`src/rtl/hwt_pkg.sv`:
```
// Shared types, widths and codes for the hashed timing wheel.
`timescale 1ns / 1ps

package hwt_pkg;

    // Sizing of the wheel and the timer pool
    localparam int MAX_SLOTS    = 64;
    localparam int POOL_ENTRIES = 32;

    localparam int SLOT_W = (MAX_SLOTS > 1) ? $clog2(MAX_SLOTS) : 1;
    localparam int SIZE_W = SLOT_W + 1;
    localparam int IDX_W  = (POOL_ENTRIES > 1) ? $clog2(POOL_ENTRIES) : 1;
    localparam int CNT_W  = IDX_W + 1;

    localparam logic [CNT_W-1:0] POOL_END = CNT_W'(POOL_ENTRIES);

    // Fixed field widths
    localparam int WSIZE_W  = 7;
    localparam int TICK_W   = 16;
    localparam int DELAY_W  = 24;
    localparam int HANDLE_W = 16;
    localparam int ROUNDS_W = 24;
    localparam int KIND_W   = 2;
    localparam int CFG_IDX_W = 1;
    localparam int CFG_DATA_W = 16;

    // Shared divider: one quotient bit per cycle
    localparam int DIV_W  = 24;
    localparam int ITER_W = $clog2(DIV_W + 1);

    // Opcodes
    localparam logic OP_ADD  = 1'b0;
    localparam logic OP_TICK = 1'b1;

    // Result kinds
    localparam logic [KIND_W-1:0] KIND_ADD_OK  = 2'd0;
    localparam logic [KIND_W-1:0] KIND_FULL    = 2'd1;
    localparam logic [KIND_W-1:0] KIND_EXPIRED = 2'd2;
    localparam logic [KIND_W-1:0] KIND_NONE    = 2'd3;

    // Configuration register indexes
    localparam logic [CFG_IDX_W-1:0] CFG_WHEEL_SIZE = 1'b0;
    localparam logic [CFG_IDX_W-1:0] CFG_TICK_LEN   = 1'b1;

    typedef struct packed {
        logic                opcode;
        logic [DELAY_W-1:0]  delay_ms;
        logic [HANDLE_W-1:0] handle;
    } cmd_t;

    typedef struct packed {
        logic [KIND_W-1:0]   kind;
        logic [HANDLE_W-1:0] expired_handle;
        logic                last;
    } rsp_t;

    typedef struct packed {
        logic [SLOT_W-1:0]   slot;
        logic [ROUNDS_W-1:0] rounds;
        logic [HANDLE_W-1:0] handle;
    } entry_t;

    localparam int ENTRY_W = $bits(entry_t);

    typedef struct packed {
        logic              start;
        logic [ITER_W-1:0] iters;
        logic [DIV_W-1:0]  dividend;
        logic [TICK_W-1:0] divisor;
    } div_req_t;

    typedef struct packed {
        logic              done;
        logic [DIV_W-1:0]  quot;
        logic [TICK_W-1:0] rem;
    } div_rsp_t;

endpackage

```
`src/rtl/hwt_ram.sv`:
```
// Generic simple dual-port RAM with registered read.
`timescale 1ns / 1ps

module hwt_ram #(
    parameter int WIDTH = 8,
    parameter int DEPTH = 16
) (
    input  logic                     clk,
    input  logic                     we,
    input  logic [$clog2(DEPTH)-1:0] waddr,
    input  logic [WIDTH-1:0]         wdata,
    input  logic                     re,
    input  logic [$clog2(DEPTH)-1:0] raddr,
    output logic [WIDTH-1:0]         rdata
);

    logic [WIDTH-1:0] mem_reg [DEPTH];
    logic [WIDTH-1:0] rdata_reg;

    always_ff @(posedge clk)
    begin
        if (we)
        begin
            mem_reg[waddr] <= wdata;
        end
        if (re)
        begin
            rdata_reg <= mem_reg[raddr];
        end
    end

    assign rdata = rdata_reg;

endmodule

```
`src/rtl/hwt_div.sv`:
```
// Restoring divider, one quotient bit per cycle, shared by the add and tick arithmetic.
`timescale 1ns / 1ps

module hwt_div (
    input  logic              clk,
    input  logic              rst_n,
    input  hwt_pkg::div_req_t req,
    output hwt_pkg::div_rsp_t rsp
);

    import hwt_pkg::*;

    logic [ITER_W-1:0] cnt_reg;
    logic              done_reg;
    logic [DIV_W-1:0]  acc_reg;     // dividend shifts out, quotient shifts in
    logic [TICK_W-1:0] rem_reg;
    logic [TICK_W-1:0] dsr_reg;

    logic [TICK_W:0] trial;
    logic [TICK_W:0] diff;
    logic            ge;

    always_comb
    begin
        trial = {rem_reg, acc_reg[DIV_W-1]};
        ge    = trial >= {1'b0, dsr_reg};
        diff  = trial - {1'b0, dsr_reg};
    end

    always_ff @(posedge clk or negedge rst_n)
    begin
        if (!rst_n)
        begin
            cnt_reg  <= '0;
            done_reg <= 1'b0;
        end
        else if (req.start)
        begin
            cnt_reg  <= req.iters;
            done_reg <= 1'b0;
        end
        else if (cnt_reg != '0)
        begin
            cnt_reg  <= cnt_reg - ITER_W'(1);
            done_reg <= (cnt_reg == ITER_W'(1));
        end
        else
        begin
            done_reg <= 1'b0;
        end
    end

    always_ff @(posedge clk)
    begin
        if (req.start)
        begin
            acc_reg <= req.dividend;
            rem_reg <= '0;
            dsr_reg <= req.divisor;
        end
        else if (cnt_reg != '0)
        begin
            acc_reg <= {acc_reg[DIV_W-2:0], ge};
            rem_reg <= ge ? diff[TICK_W-1:0] : trial[TICK_W-1:0];
        end
    end

    assign rsp.done = done_reg;
    assign rsp.quot = acc_reg;
    assign rsp.rem  = rem_reg;

endmodule

```
`src/rtl/hashed_timing_wheel.sv`:
```
// Top level of the single-level hashed timing wheel with a bounded timer pool.
`timescale 1ns / 1ps

// Channel   Signals                         Direction  Transfer when
// cmd       cmd_valid, cmd_stall, cmd       in         cmd_valid && !cmd_stall
// rsp       rsp_valid, rsp_stall, rsp       out        rsp_valid && !rsp_stall
// cfg       cfg_we, cfg_index, cfg_data     in         cfg_we
//
// One command is worked on at a time; cmd_stall is high from acceptance until
// the command's final result sits in the output register.
// Add: slot mod size, delay / tick length and (ticks-1) / size, each on the
// one-bit-per-cycle divider; the free-entry search runs alongside and only
// lengthens the add when it outlasts the divisions. A full pool rejects early.
// Tick: slot mod size, then a scan with one read of the pool RAM per cycle;
// rsp_stall pauses the scan when a second expiry waits. Reset clears the
// valid bits at once; there is no clearing pass.

module hashed_timing_wheel (
    input  logic                                  clk,
    input  logic                                  rst_n,
    input  logic                                  cmd_valid,
    output logic                                  cmd_stall,
    input  hwt_pkg::cmd_t                         cmd,
    output logic                                  rsp_valid,
    input  logic                                  rsp_stall,
    output hwt_pkg::rsp_t                         rsp,
    input  logic                                  cfg_we,
    input  logic [hwt_pkg::CFG_IDX_W-1:0]         cfg_index,
    input  logic [hwt_pkg::CFG_DATA_W-1:0]        cfg_data
);

    import hwt_pkg::*;

    typedef enum logic [7:0] {
        S_IDLE      = 8'b0000_0001,
        S_ADD_MOD   = 8'b0000_0010,   // current slot mod wheel size
        S_ADD_DIV   = 8'b0000_0100,   // delay / tick length
        S_ADD_RND   = 8'b0000_1000,   // (ticks-1) / wheel size
        S_ADD_FIN   = 8'b0001_0000,   // store entry, report
        S_TICK_MOD  = 8'b0010_0000,
        S_TICK_SCAN = 8'b0100_0000,   // walk the pool, one entry per cycle unless a held expiry blocks
        S_TICK_END  = 8'b1000_0000    // final result, advance pointer
    } state_t;

    state_t state_reg, state_next;

    // Configuration
    logic [WSIZE_W-1:0] wheel_size_reg;
    logic [TICK_W-1:0]  tick_len_reg;

    // Wheel and pool control
    logic [SLOT_W-1:0]       current_slot_reg;
    logic [POOL_ENTRIES-1:0] valid_reg;

    // Per-command working registers
    cmd_t                cmd_reg;
    logic [SLOT_W-1:0]   cur_reg;
    logic [SLOT_W-1:0]   slot_reg;
    logic [ROUNDS_W-1:0] rounds_reg;

    // Free-entry search
    logic [CNT_W-1:0] search_idx_reg;
    logic             search_done_reg;
    logic             search_found_reg;
    logic [IDX_W-1:0] free_idx_reg;

    // Tick scan
    logic [CNT_W-1:0]    scan_idx_reg;
    logic [IDX_W-1:0]    chk_idx_reg;
    logic                chk_valid_reg;
    logic                pend_valid_reg;
    logic [HANDLE_W-1:0] pend_handle_reg;

    // Output register
    logic rsp_valid_reg;
    rsp_t rsp_reg;

    // Shared divider and pool RAM
    div_req_t div_req;
    div_rsp_t div_rsp;

    logic               ram_we;
    logic [IDX_W-1:0]   ram_waddr;
    entry_t             ram_wdata;
    logic               ram_re;
    logic [IDX_W-1:0]   ram_raddr;
    logic [ENTRY_W-1:0] ram_rdata;
    entry_t             rd_entry;

    // Derived values
    logic                accept;
    logic                out_free;
    logic [SIZE_W-1:0]   eff_size;
    logic [TICK_W-1:0]   tl_eff;
    logic [DELAY_W-1:0]  delay_eff;
    logic [DIV_W-1:0]    ticks_m1;
    logic [SIZE_W-1:0]   slot_sum;
    logic [SIZE_W-1:0]   slot_fix;
    logic [SIZE_W-1:0]   slot_inc;
    logic [SLOT_W-1:0]   slot_adv_val;
    logic                scan_more;
    logic                reject;
    logic                hit;
    logic                expire;
    logic                block;

    // Control strobes from the sequencer
    logic out_load;
    rsp_t out_next;
    logic valid_set;
    logic valid_clr;
    logic cur_load;
    logic rnd_load;
    logic scan_start;
    logic scan_adv;
    logic pend_take;
    logic slot_adv;

    assign accept    = cmd_valid && !cmd_stall;
    assign cmd_stall = (state_reg != S_IDLE);
    assign out_free  = !rsp_valid_reg || !rsp_stall;
    assign rsp_valid = rsp_valid_reg;
    assign rsp       = rsp_reg;

    assign rd_entry  = entry_t'(ram_rdata);
    assign scan_more = (scan_idx_reg != POOL_END);
    assign reject    = search_done_reg && !search_found_reg;

    // Wheel size 0 acts as 1, sizes above MAX_SLOTS saturate
    always_comb
    begin
        if (wheel_size_reg == '0)
        begin
            eff_size = SIZE_W'(1);
        end
        else if (32'(wheel_size_reg) > 32'(MAX_SLOTS))
        begin
            eff_size = SIZE_W'(MAX_SLOTS);
        end
        else
        begin
            eff_size = SIZE_W'(wheel_size_reg);
        end
    end

    always_comb
    begin
        tl_eff    = (tick_len_reg == '0) ? TICK_W'(1) : tick_len_reg;
        delay_eff = (cmd_reg.delay_ms == '0) ? DELAY_W'(tl_eff) : cmd_reg.delay_ms;
        // ticks has a floor of one, so ticks-1 floors at zero
        ticks_m1  = (div_rsp.quot == '0) ? '0 : div_rsp.quot - DIV_W'(1);
        // slot = (cur + (ticks-1) mod size) mod size, with cur already below size
        slot_sum  = {1'b0, cur_reg} + {1'b0, div_rsp.rem[SLOT_W-1:0]};
        slot_fix  = (slot_sum >= eff_size) ? slot_sum - eff_size : slot_sum;
        slot_inc  = {1'b0, cur_reg} + SIZE_W'(1);
        slot_adv_val = (slot_inc == eff_size) ? '0 : slot_inc[SLOT_W-1:0];
    end

    // Scan compare on the entry whose RAM read has returned
    always_comb
    begin
        hit    = chk_valid_reg && valid_reg[chk_idx_reg] && (rd_entry.slot == cur_reg);
        expire = hit && (rd_entry.rounds == '0);
        // a second expiry must first push the held one out
        block  = expire && pend_valid_reg && !out_free;
    end

    // Sequencer
    always_comb
    begin
        state_next = state_reg;

        div_req.start    = 1'b0;
        div_req.iters    = ITER_W'(SLOT_W);
        div_req.dividend = {current_slot_reg, {(DIV_W-SLOT_W){1'b0}}};
        div_req.divisor  = TICK_W'(eff_size);

        ram_we           = 1'b0;
        ram_waddr        = chk_idx_reg;
        ram_wdata.slot   = rd_entry.slot;
        ram_wdata.rounds = rd_entry.rounds - ROUNDS_W'(1);
        ram_wdata.handle = rd_entry.handle;
        ram_re           = 1'b0;
        ram_raddr        = scan_idx_reg[IDX_W-1:0];

        out_load                = 1'b0;
        out_next.kind           = KIND_NONE;
        out_next.expired_handle = '0;
        out_next.last           = 1'b1;

        valid_set  = 1'b0;
        valid_clr  = 1'b0;
        cur_load   = 1'b0;
        rnd_load   = 1'b0;
        scan_start = 1'b0;
        scan_adv   = 1'b0;
        pend_take  = 1'b0;
        slot_adv   = 1'b0;

        unique case (state_reg)
            S_IDLE:
            begin
                if (accept)
                begin
                    // both commands begin with current slot mod size
                    div_req.start = 1'b1;
                    state_next = (cmd.opcode == OP_ADD) ? S_ADD_MOD : S_TICK_MOD;
                end
            end
            S_ADD_MOD:
            begin
                if (reject)
                begin
                    state_next = S_ADD_FIN;
                end
                else if (div_rsp.done)
                begin
                    cur_load         = 1'b1;
                    div_req.start    = 1'b1;
                    div_req.iters    = ITER_W'(DIV_W);
                    div_req.dividend = DIV_W'(delay_eff);
                    div_req.divisor  = tl_eff;
                    state_next       = S_ADD_DIV;
                end
            end
            S_ADD_DIV:
            begin
                if (reject)
                begin
                    state_next = S_ADD_FIN;
                end
                else if (div_rsp.done)
                begin
                    div_req.start    = 1'b1;
                    div_req.iters    = ITER_W'(DIV_W);
                    div_req.dividend = ticks_m1;
                    state_next       = S_ADD_RND;
                end
            end
            S_ADD_RND:
            begin
                if (reject)
                begin
                    state_next = S_ADD_FIN;
                end
                else if (div_rsp.done)
                begin
                    rnd_load   = 1'b1;
                    state_next = S_ADD_FIN;
                end
            end
            S_ADD_FIN:
            begin
                if (search_done_reg && out_free)
                begin
                    out_load = 1'b1;
                    if (search_found_reg)
                    begin
                        ram_we           = 1'b1;
                        ram_waddr        = free_idx_reg;
                        ram_wdata.slot   = slot_reg;
                        ram_wdata.rounds = rounds_reg;
                        ram_wdata.handle = cmd_reg.handle;
                        valid_set        = 1'b1;
                        out_next.kind    = KIND_ADD_OK;
                    end
                    else
                    begin
                        out_next.kind = KIND_FULL;
                    end
                    state_next = S_IDLE;
                end
            end
            S_TICK_MOD:
            begin
                if (div_rsp.done)
                begin
                    cur_load   = 1'b1;
                    scan_start = 1'b1;
                    state_next = S_TICK_SCAN;
                end
            end
            S_TICK_SCAN:
            begin
                if (!block)
                begin
                    scan_adv = 1'b1;
                    if (expire)
                    begin
                        valid_clr = 1'b1;
                        pend_take = 1'b1;
                        if (pend_valid_reg)
                        begin
                            out_load                = 1'b1;
                            out_next.kind           = KIND_EXPIRED;
                            out_next.expired_handle = pend_handle_reg;
                            out_next.last           = 1'b0;
                        end
                    end
                    else if (hit)
                    begin
                        ram_we = 1'b1;   // one round less
                    end
                    if (scan_more)
                    begin
                        ram_re = 1'b1;
                    end
                    else if (!chk_valid_reg)
                    begin
                        state_next = S_TICK_END;
                    end
                end
            end
            S_TICK_END:
            begin
                if (out_free)
                begin
                    out_load = 1'b1;
                    slot_adv = 1'b1;
                    if (pend_valid_reg)
                    begin
                        out_next.kind           = KIND_EXPIRED;
                        out_next.expired_handle = pend_handle_reg;
                    end
                    state_next = S_IDLE;
                end
            end
            default:
            begin
                state_next = S_IDLE;
            end
        endcase
    end

    // Control registers
    always_ff @(posedge clk or negedge rst_n)
    begin
        if (!rst_n)
        begin
            state_reg        <= S_IDLE;
            wheel_size_reg   <= WSIZE_W'(8);
            tick_len_reg     <= TICK_W'(1000);
            current_slot_reg <= '0;
            valid_reg        <= '0;
            search_idx_reg   <= '0;
            search_done_reg  <= 1'b1;
            search_found_reg <= 1'b0;
            scan_idx_reg     <= '0;
            chk_valid_reg    <= 1'b0;
            pend_valid_reg   <= 1'b0;
            rsp_valid_reg    <= 1'b0;
        end
        else
        begin
            state_reg <= state_next;

            if (cfg_we)
            begin
                unique case (cfg_index)
                    CFG_WHEEL_SIZE: wheel_size_reg <= cfg_data[WSIZE_W-1:0];
                    CFG_TICK_LEN:   tick_len_reg   <= cfg_data[TICK_W-1:0];
                    default:        ;
                endcase
            end

            if (slot_adv)
            begin
                current_slot_reg <= slot_adv_val;
            end

            if (valid_set)
            begin
                valid_reg[free_idx_reg] <= 1'b1;
            end
            if (valid_clr)
            begin
                valid_reg[chk_idx_reg] <= 1'b0;
            end

            // lowest free entry, one pool entry per cycle
            if (accept)
            begin
                search_idx_reg   <= '0;
                search_done_reg  <= 1'b0;
                search_found_reg <= 1'b0;
            end
            else if (!search_done_reg)
            begin
                if (search_idx_reg == POOL_END)
                begin
                    search_done_reg <= 1'b1;
                end
                else if (!valid_reg[search_idx_reg[IDX_W-1:0]])
                begin
                    search_done_reg  <= 1'b1;
                    search_found_reg <= 1'b1;
                end
                else
                begin
                    search_idx_reg <= search_idx_reg + CNT_W'(1);
                end
            end

            if (scan_start)
            begin
                scan_idx_reg   <= '0;
                chk_valid_reg  <= 1'b0;
                pend_valid_reg <= 1'b0;
            end
            else if (scan_adv)
            begin
                chk_valid_reg <= scan_more;
                if (scan_more)
                begin
                    scan_idx_reg <= scan_idx_reg + CNT_W'(1);
                end
                if (pend_take)
                begin
                    pend_valid_reg <= 1'b1;
                end
            end

            rsp_valid_reg <= out_load || (rsp_valid_reg && rsp_stall);
        end
    end

    // Payload registers
    always_ff @(posedge clk)
    begin
        if (accept)
        begin
            cmd_reg <= cmd;
        end
        if (cur_load)
        begin
            cur_reg <= div_rsp.rem[SLOT_W-1:0];
        end
        if (rnd_load)
        begin
            rounds_reg <= div_rsp.quot;
            slot_reg   <= slot_fix[SLOT_W-1:0];
        end
        if (!search_done_reg && (search_idx_reg != POOL_END))
        begin
            free_idx_reg <= search_idx_reg[IDX_W-1:0];
        end
        if (scan_adv && scan_more)
        begin
            chk_idx_reg <= scan_idx_reg[IDX_W-1:0];
        end
        if (pend_take)
        begin
            pend_handle_reg <= rd_entry.handle;
        end
        if (out_load)
        begin
            rsp_reg <= out_next;
        end
    end

    hwt_div u_div (
        .clk   (clk),
        .rst_n (rst_n),
        .req   (div_req),
        .rsp   (div_rsp)
    );

    hwt_ram #(
        .WIDTH (ENTRY_W),
        .DEPTH (POOL_ENTRIES)
    ) u_pool (
        .clk   (clk),
        .we    (ram_we),
        .waddr (ram_waddr),
        .wdata (ram_wdata),
        .re    (ram_re),
        .raddr (ram_raddr),
        .rdata (ram_rdata)
    );

endmodule

```
`config.mk`:
```
export PLATFORM = sky130hd
export DESIGN_NAME = hashed_timing_wheel
export DESIGN_NICKNAME = d
export VERILOG_FILES = /design/src/rtl/hwt_pkg.sv /design/src/rtl/hwt_ram.sv /design/src/rtl/hwt_div.sv /design/src/rtl/hashed_timing_wheel.sv
export SDC_FILE = /design/constraint.sdc
export NUM_CORES = 2
export LEC_CHECK = 0
export ABC_AREA = 1
export BUFFER_PORTS_ARGS = -buffer_cell sky130_fd_sc_hd__clkbuf_2
export CORE_MARGIN = 5
export CORE_UTILIZATION = 25
export DETAILED_ROUTE_END_ITERATION = 7
export GPL_TIMING_DRIVEN = 0
export HOLD_SLACK_MARGIN = 0.12
export SLEW_MARGIN = 15
export SYNTH_ARGS = -nofsm -noshare
export SYNTH_HDL_FRONTEND = slang
export SYNTH_SLANG_ARGS = --single-unit
```
`constraint.sdc`:
```
create_clock -name clk -period 7 [get_ports clk]
set_input_delay 1.4 -clock clk [delete_from_list [all_inputs] [get_ports clk]]
set_output_delay 1.4 -clock clk [all_outputs]
set_load 0.02 [all_outputs]
```
==> results.md <==
Clocking:
- The number of cells upsized or downsized after cts is 0.
- The clock tree from TritonCTS is built.
- After clock tree synthesis, the clock-pin slew on the worst setup and hold paths is approximately 0.060 ns.
- The later pin in the worst-skew pair is clocked with a latency of 0.85 ns.
- The root buffer cell is sky130_fd_sc_hd__clkbuf_16.
- In this run, post-CTS hold repair placed 0 buffers.
- The H-tree was split into 4 levels.
- The maximum buffer depth of the clock tree is 3.
- The total clock buffers created by CTS is between 150 and 200.
- For this design, the sink count on the clock tree is 1787.
- The count of buffers added by post-CTS timing repair for setup is 0.

Logic synthesis:
- Sorting the synthesized cells by area gives the leading types as sky130_fd_sc_hd__edfxtp_1, sky130_fd_sc_hd__o21ai_0, sky130_fd_sc_hd__nor2_1.
- The synthesized design contains 1679 enable-type register cells.
- The warning count from the yosys run is 0.
- The net count of the mapped netlist is 6123.
- The post-synthesis instance total is 6016.
- After synthesis, the share of flip-flops with an asynchronous set or reset is 0.0515.
- The biggest area contributor in the post-synthesis netlist is sky130_fd_sc_hd__edfxtp_1.
- The most common flop cell mapped by yosys is sky130_fd_sc_hd__edfxtp_1.
- For this run, the register share of the synthesized area comes to 0.723.
- A synthesized cell averages 12.2 sq um.
- The number of distinct library cell variants in the gate-level netlist after synthesis is 56.
- Of the post-synthesis cell area, the dominant cell type holds 0.687.
- The synthesis-stage register bit count is around 1800.
- Summing every instance area after synthesis gives 73400 sq um.

Floorplanning:
- In this run the core area contains 199 standard-cell rows.
- The floorplan step set the die width to 552 microns.
- The die height is 552 microns.
- The die covers 305000 sq um.
- The core region is 293000 sq um.
- In this run the count of I/O pins placed on the die edge is between 80 and 90.
- The initial standard-cell utilization of the core is 0.250.

Power:
- The worst-case IR drop observed on VDD is 0.238 mV.
- The overall power consumption is 25.9 mW.
- The power density of the placed cells is 296 nW/um^2.
- The static leakage is 29.5 nW.

Placement:
- The number of placed cells counting well taps is 10100.
- The area after detailed placement is approximately 81000 sq um.
- The half-perimeter wire length after placement is 170000 microns.
- The worst slack at placement is 2.10 ns.
- The number of port buffers is 83.
- Routability-driven placement finished with a final weighted congestion of 0.917.

Cells and area:
- Measured on the finished design, the core utilization comes to 0.299.
- The number of standard cells in the layout, taps in and fillers out is approximately 10000.
- The leading cell type in the layout, fill and taps excluded is sky130_fd_sc_hd__edfxtp_1.
- In the final layout, the share of cells above drive strength 1 is 0.102.
- In the layout the commonest cells are sky130_fd_sc_hd__edfxtp_1, sky130_fd_sc_hd__nor2_1, sky130_fd_sc_hd__o21ai_0.
- The post-layout net count is 6492.
- The number of flip-flops in the largest register is 1472.
- The post-route cell area is 87600 sq um.
- The layout-stage area growth over the synthesis result is 19.3%.

Min path:
- In this run the most critical hold path is launched from scan_idx_reg[2]$_DFFE_PN0P_.
- The worst hold path was traced through 0 stages.
- The path class of the tightest hold or removal check is flop to flop.
- The capture endpoint of the worst hold path is chk_idx_reg[2]$_DFFE_PP_.

Route:
- The first routing iteration left 7117 violations.
- The routed wirelength normalized by instance count is 23.4 microns.
- The number of antenna-violating nets in the routed design is 0.
- Using the TritonRoute via totals, the vias-per-cell ratio works out to 5.01.
- The first detailed-routing pass took 8 iterations.
- Detailed routing inserted a total of 52400 vias.
- After detailed routing, the number of remaining DRC violations is 11.
- Wires add up to 244000 microns.

Critical path:
- The critical path's most frequent cell is sky130_fd_sc_hd__buf_2.
- The combined buffer and inverter count along the critical path is 5.
- Data on the critical path arrives at its endpoint at between 4 and 5 ns.
- Along the worst path, the maximum fanout reaches 10.
- The worst register-to-register path has a depth of 9.
- In this design, the stage delay of the slowest critical-path cell is 0.68 ns.
- Traced cell by cell, the critical path runs through buf_2 -> buf_2 -> buf_2 -> clkbuf_1 -> clkbuf_1 -> nor2_1 -> o22ai_1 -> nand2_1 -> a41oi_1.
- The type of the worst setup path is flop to flop.
- The worst register-to-register path ends at u_pool.rdata[2]$_DFFE_PP_.
- The critical path starts at scan_idx_reg[0]$_DFFE_PN0P_.
- The cell family contributing the most delay on the critical path is buffers and inverters.
- STA puts the critical path data required time at between 7 and 8 ns.
- Among all stages on the critical path, the largest delay is contributed by sky130_fd_sc_hd__clkbuf_1.
- The worst flop-to-flop path startpoint is scan_idx_reg[0]$_DFFE_PN0P_.
- The register-to-register setup slack is 2.79 ns.
- The critical path startpoint category is a flop.
- The element type at the critical path end is a flop.

Global route:
- The global route total overflow is 0.
- The global-route wire length before repair is 349000 microns.
- Entering global routing, the biggest net connects 60 pins.
- The number of global-route vias before repair is between 40000 and 50000.
- The number of antenna violations at the first check in global routing came to 6.
- The combined global-route utilization of all metal layers is 0.154.

STA:
- The worst relative slew slack is 0.133.
- The transition time of the tightest slew-check pin is 1.30 ns.
- The final critical delay including setup and external delays is ~4.2 ns.
- Static timing analysis puts the maximum clock frequency at 238 MHz.
- For the final routed database, the setup TNS stands at 0 ns.
- Setup repair after global routing left no endpoint under its margin.
- The clock skew is 0.0343 ns.
- Of the available clock period, the critical path in the final layout requires 0.601.
- Hold is met by 0.452 ns.
- The count of endpoints failing setup in the final report is 0.
- The number of pins with negative max-slew slack in the final report is 0.
- The final critical-path setup slack is 2.79 ns.
- The hold violation total from the final report is 0.

Run status:
- The run finished, with violations left.
- The final reports fail on DRC.

Flow run:
- The number of max-capacitance violations reported is 0.
cells by family (layout without fill, tap and decap cells):
family,after synthesis,after routing,share of synthesized area
AOI/OAI and AO/OA,1595,1595,0.125
xor gates and xnor gates,57,57,0.00680
adders and majority gates,44,44,0.00781
buffers and inverters,583,1095,0.0312
DFF,1787,1787,0.723
other,0,4,0
and+or+nand+nor,1950,1950,0.107
per-layer routing:
metal	wire length, microns	up-vias	track usage
li1	-	22700	-
met1	95800	26100	0.203
met5	10	-	0
met4	12300	2	0.0709
met3	25000	505	0.0342
met2	111000	3087	0.242
cell usage after synthesis, drive strengths merged (45+ instances only):
cell,n
nand2,763
xor2,46
dfrtp,83
nand3,127
edfxtp,1679
a21oi,102
a221oi,45
inv,239
buf,47
clkbuf,294
o22ai,387
a211oi,47
nor2,971
o21ai,920
final cells by class:
type / count / area (sq um)
inverter: 242 / 908
tap: 3919 / 4900
antenna: 4 / 10.0
sequential: 1787 / 53100
clock buffer: 216 / 4840
fill: 29400 / 205000
clock inverter: 116 / 1210
timing repair buffer: 180 / 2590
buffer: 341 / 1400
multi-input combinational: 3646 / 18600
report_power, final:
group	internal [mW]	switching, mW
clock network	5.72	4.22
logic	1.11	2.60
registers	12.0	0.284
how the worst max path moves through the flow:
stage                     slack [ns]  cells after the start                               end
after floorplan                 1.94                      9   u_pool.mem_reg[13][0]$_DFFE_PP_
final                           2.79                      9         u_pool.rdata[2]$_DFFE_PP_
after global placement         -1.42                     10   u_pool.mem_reg[0][18]$_DFFE_PP_
after global routing            2.82                      9         u_pool.rdata[2]$_DFFE_PP_
after CTS                       2.97                     10  u_pool.mem_reg[22][15]$_DFFE_PP_
after detailed placement        2.10                     10  u_pool.mem_reg[23][15]$_DFFE_PP_
(Power assumes the default switching activity.)
